`src/hdl/mm_pkg.sv`:
```
// ---------------------------------------------------------------------------
// mm_pkg
// Shared widths, command codes, register indexes and control types.
// ---------------------------------------------------------------------------
package mm_pkg;

	localparam int CMD_W     = 2;
	localparam int IDX_W     = 4;
	localparam int ELEM_W    = 16;
	localparam int DOT_W     = 35;
	localparam int CFG_W     = 5;
	localparam int CFG_IDX_W = 2;
	localparam int PROD_W    = 2 * ELEM_W;

	localparam logic [CMD_W-1:0] CMD_WRITE_A = 2'd0;
	localparam logic [CMD_W-1:0] CMD_WRITE_B = 2'd1;
	localparam logic [CMD_W-1:0] CMD_QUERY   = 2'd2;

	localparam logic [CFG_IDX_W-1:0] REG_ROWS_A     = 2'd0;
	localparam logic [CFG_IDX_W-1:0] REG_INNER_SIZE = 2'd1;
	localparam logic [CFG_IDX_W-1:0] REG_COLS_B     = 2'd2;

	localparam logic [CFG_W-1:0] SIZE_RESET = 5'd16;

	typedef enum logic [1:0] {
		ST_IDLE,
		ST_RUN,
		ST_FINISH
	} mm_state_t;

	typedef struct packed {
		logic accept;
		logic issue;
		logic publish;
	} mm_cmd_t;

	typedef struct packed {
		logic in_query;
		logic oor;
		logic k_last;
		logic pipe_busy;
		logic out_free;
	} mm_status_t;

endpackage

```
`src/hdl/mm_ctrl.sv`:
```
// ---------------------------------------------------------------------------
// mm_ctrl
// Sequencer: accept beats, step the inner loop, publish the result.
// ---------------------------------------------------------------------------
module mm_ctrl (
	input  logic               clk,
	input  logic               arst_n,
	input  logic               in_valid,
	output logic               in_ready,
	input  mm_pkg::mm_status_t status,
	output mm_pkg::mm_cmd_t    cmd
);
	import mm_pkg::*;

	mm_state_t state_q;
	mm_state_t state_d;

	always_ff @(posedge clk or negedge arst_n) begin
		if (!arst_n) begin
			state_q <= ST_IDLE;
		end else begin
			state_q <= state_d;
		end
	end

	always_comb begin
		state_d = state_q;
		case (state_q)
			ST_IDLE: begin
				if (in_valid && status.in_query) begin
					state_d = ST_RUN;
				end
			end
			ST_RUN: begin
				if (status.oor || status.k_last) begin
					state_d = ST_FINISH;
				end
			end
			ST_FINISH: begin
				if (!status.pipe_busy && status.out_free) begin
					state_d = ST_IDLE;
				end
			end
			default: begin
				state_d = ST_IDLE;
			end
		endcase
	end

	always_comb begin
		in_ready    = 1'b0;
		cmd.accept  = 1'b0;
		cmd.issue   = 1'b0;
		cmd.publish = 1'b0;
		case (state_q)
			ST_IDLE: begin
				in_ready   = 1'b1;
				cmd.accept = in_valid;
			end
			ST_RUN: begin
				cmd.issue = !status.oor;
			end
			ST_FINISH: begin
				cmd.publish = !status.pipe_busy && status.out_free;
			end
			default: begin
				in_ready = 1'b0;
			end
		endcase
	end
endmodule

```
`config.mk`:
```
export PLATFORM = sky130hd
export DESIGN_NAME = mm_ctrl
export DESIGN_NICKNAME = d
export VERILOG_FILES = /design/src/hdl/mm_pkg.sv /design/src/hdl/mm_ctrl.sv
export SDC_FILE = /design/constraint.sdc
export NUM_CORES = 1
export LEC_CHECK = 0
export BUFFER_PORTS_ARGS = -buffer_cell sky130_fd_sc_hd__buf_4
export CORE_AREA = 8 8 45 47
export DETAILED_ROUTE_END_ITERATION = 12
export DIE_AREA = 0 0 53 55
export GPL_TIMING_DRIVEN = 0
export PLACE_DENSITY = 0.32
export SETUP_SLACK_MARGIN = 0.3
export SLEW_MARGIN = 10
export SYNTH_ARGS = -nofsm -noshare
export SYNTH_HDL_FRONTEND = slang
export SYNTH_SLANG_ARGS = --single-unit
```
`constraint.sdc`:
```
create_clock -name clk -period 1.35 [get_ports clk]
set_input_delay 0.0675 -clock clk [delete_from_list [all_inputs] [get_ports clk]]
set_output_delay 0.0675 -clock clk [all_outputs]
set_load 0.02 [all_outputs]
```
==> impl_metrics.py <==
metrics = {
    "worst_setup_path": {
        "start_kind": "register",
        "max_stage_delay_ns": 0.40,
        "worstSetupPathType": "reg -> out",
        "critPathArrivalTime_ns": 1.09,
        "crit_path_top_delay_cell": "dfrtp_1",
        "cp_cell_sequence": "nand2b_4 -> nor3b_2 -> buf_4",
        "crit_required_ns": 1.28,
        "critPathCaptureType": "output port",
        "cp_max_fo": 4,
    },
    "synthesis": {
        "syn_inst": 13,
        "yosys_warnings": 0,
        "synth_top_area_share_pct": 41.7,
        "netlist_top_cells_area": "dfrtp_1 (42%), nand2b_1 (10%), nor2b_1 (10%)",
        "syn_avg_cell_area_um2": 9.24,
        "synth.distinct_cells": 9,
        "syn_nets": 21,
        "ys_seq_area_share_pct": 41.7,
        "yosysTopAreaCell": "dfrtp_1",
        "synth_area_um2": 120,
        "synth_seq_cells": 2,
    },
    "timing": {
        "setup_viol": 0,
        "finalWorstSetupSlack_ns": 0.189,
        "rsz0062_at_grt": "yes",
        "tns_ns": 0,
        "fin_crit_ns": 1.16,
        "fmax_mhz": 861,
        "drv_slew": 0,
        "slew-limit-headroom_pct": 89.3,
        "hold_viol_final": 0,
        "fin_worst_skew_ns": 0.00175,
        "worstMarginPinSlew_ns": 0.161,
        "period_share_pct": 86.0,
        "whs_ns": 0.0934,
    },
    "clock_tree": {
        "cts_sinks": 2,
        "cts_root_buffer": "clkbuf_4",
        "cts_max_path_buffers": 2,
        "htreeDepth": 1,
        "cts_tree": "yes",
        "clk_latency_ns": 0.23,
        "clk_pin_slew_ns": 0.03,
        "numCtsBuffers": 3,
    },
    "place": {
        "post-place-ws_ns": 0.393,
        "placed_area_um2": 228,
        "dpl.hpwl_um": 394,
        "place_congestion": 0.716,
        "io_buffers": 11,
    },
    "detailed_routing": {
        "drc": 0,
        "vias_per_cell": 3.56,
        "drt-initial-drc-count": 0,
        "drt-total-wl_um": 484,
        "via_count": 160,
        "dr.pass1.iters": 1,
        "ant_nets": 0,
        "routedWlPerCell_um": 10.8,
    },
    "hold_path": {
        "hold_path.class": "in -> reg",
    },
    "cells_and_area": {
        "reg_top3": "state_q x2",
        "final_cell_mix": "buf_4 (11), clkbuf_4 (3), nor2_1 (2), nor2b_1 (2)",
        "top_register": "state_q",
        "area_growth_pct": 134,
        "antenna_cells": 0,
        "largest_reg_flops": 2,
        "nNetsFinal": 39,
        "final_common_cell": "buf_4",
        "layout-drive-gt1-share_pct": 69.0,
        "stdcell_area_um2": 282,
    },
    "die": {
        "io-pin-count": 12,
        "start_util_pct": 8.68,
        "die_x_um": 53,
        "fp.dieH_um": 55,
        "coreArea_um2": 1380,
        "row_count": 14,
        "die_area_um2": 2920,
    },
    "power_and_ir_drop": {
        "ir_worst_vdd_v": 0.000480,
        "pwr_density_cell_nw_per_um2": 1710,
        "power_leakage_nw": 0.130,
    },
    "global_routing": {
        "grt_overflow_total": 0,
        "grt_max_degree": 5,
        "antenna_found_initial": 0,
        "track_usage_pct": 4.59,
        "grt_pass1_vias": 196,
        "grt_pass1_wl_um": 876,
    },
    "run": {
        "cap_violations": 0,
    },
    "outcome": {
        "outcome": "complete, no violations",
    },
}
-- timing repair --
item	in CTS	in global routing
setup buffers	1	0
resized for setup	3	1
hold endpoints to repair	2	0
hold buffers	1	0
endpoints found under the setup margin	3	4
pin swaps	2	0
-- layout make-up --
class	instances	area [µm²]
Tap cell	16	20.0
Timing Repair Buffer	13	104
Fill cell	156	1100
Multi-Input combinational cell	11	83.8
Clock buffer	3	22.5
Sequential cell	2	51.3
-- Yosys cell counts (all sizes together) --
library cell / count
nor3b: 1
nand2b: 2
o22ai: 1
nor2: 3
a32o: 1
nor2b: 2
and2: 1
dfrtp: 2
-- power by group --
part           switching [mW]  internal, mW  total (mW)
Sequential             0.0283        0.0829       0.111
Clock                  0.0356        0.0982       0.134
Combinational           0.104         0.132       0.236
Total                   0.168         0.313       0.481
-- critical path, delay by kind of cell, from the launching register on --
| family | cells | cell delay (ns) |
|---|---|---|
| flip-flops | 1 | 0.40 |
| AND/OR/NAND/NOR | 2 | 0.31 |
| buffers and inverters | 1 | 0.16 |
-- worst paths after layout --
kind	from	to	slack (ns)	cells after the start
worst max-delay path	state_q[0]	cmd[0]	0.19	3
worst min-delay path	status[4]	state_q[0]	0.09	2
worst max register to register	state_q[1]	state_q[0]	0.41	3
worst min register to register	state_q[1]	state_q[1]	0.63	2
max in group asynchronous	arst_n	state_q[1]	1.09	2
min in group asynchronous	arst_n	state_q[0]	0.16	2
-- metal layers --
metal / part of all wire, % / GRT usage (%) / vias to the layer above
met5: 0 / 0 / -
met2: 29 / 4.88 / 14
met3: 25 / 3.48 / 4
met1: 41 / 4.26 / 63
li1: - / - / 79
met4: 5.0 / 7.76 / 0
-- metrics by stage --
step / power, mW / std cells / utilization, %
after global placement: 0.289 / 40 / 16.5
after floorplan: 0.209 / 13 / -
after global routing: 0.532 / 45 / 20.3
after CTS: 0.490 / 45 / 20.3
final: 0.481 / 45 / 20.3
after detailed placement: 0.294 / 40 / 16.5
-- cells by family (layout without fill, tap and decap cells) --
group                  after synthesis  in the layout  synth area share [%]
and+or+nand+nor                      9              9                  44.8
buffers and inverters                0             16                     0
AOI/OAI and AO/OA                    2              2                  13.5
DFF                                  2              2                  41.7
Note: power is estimated with default switching activity, not from simulation.
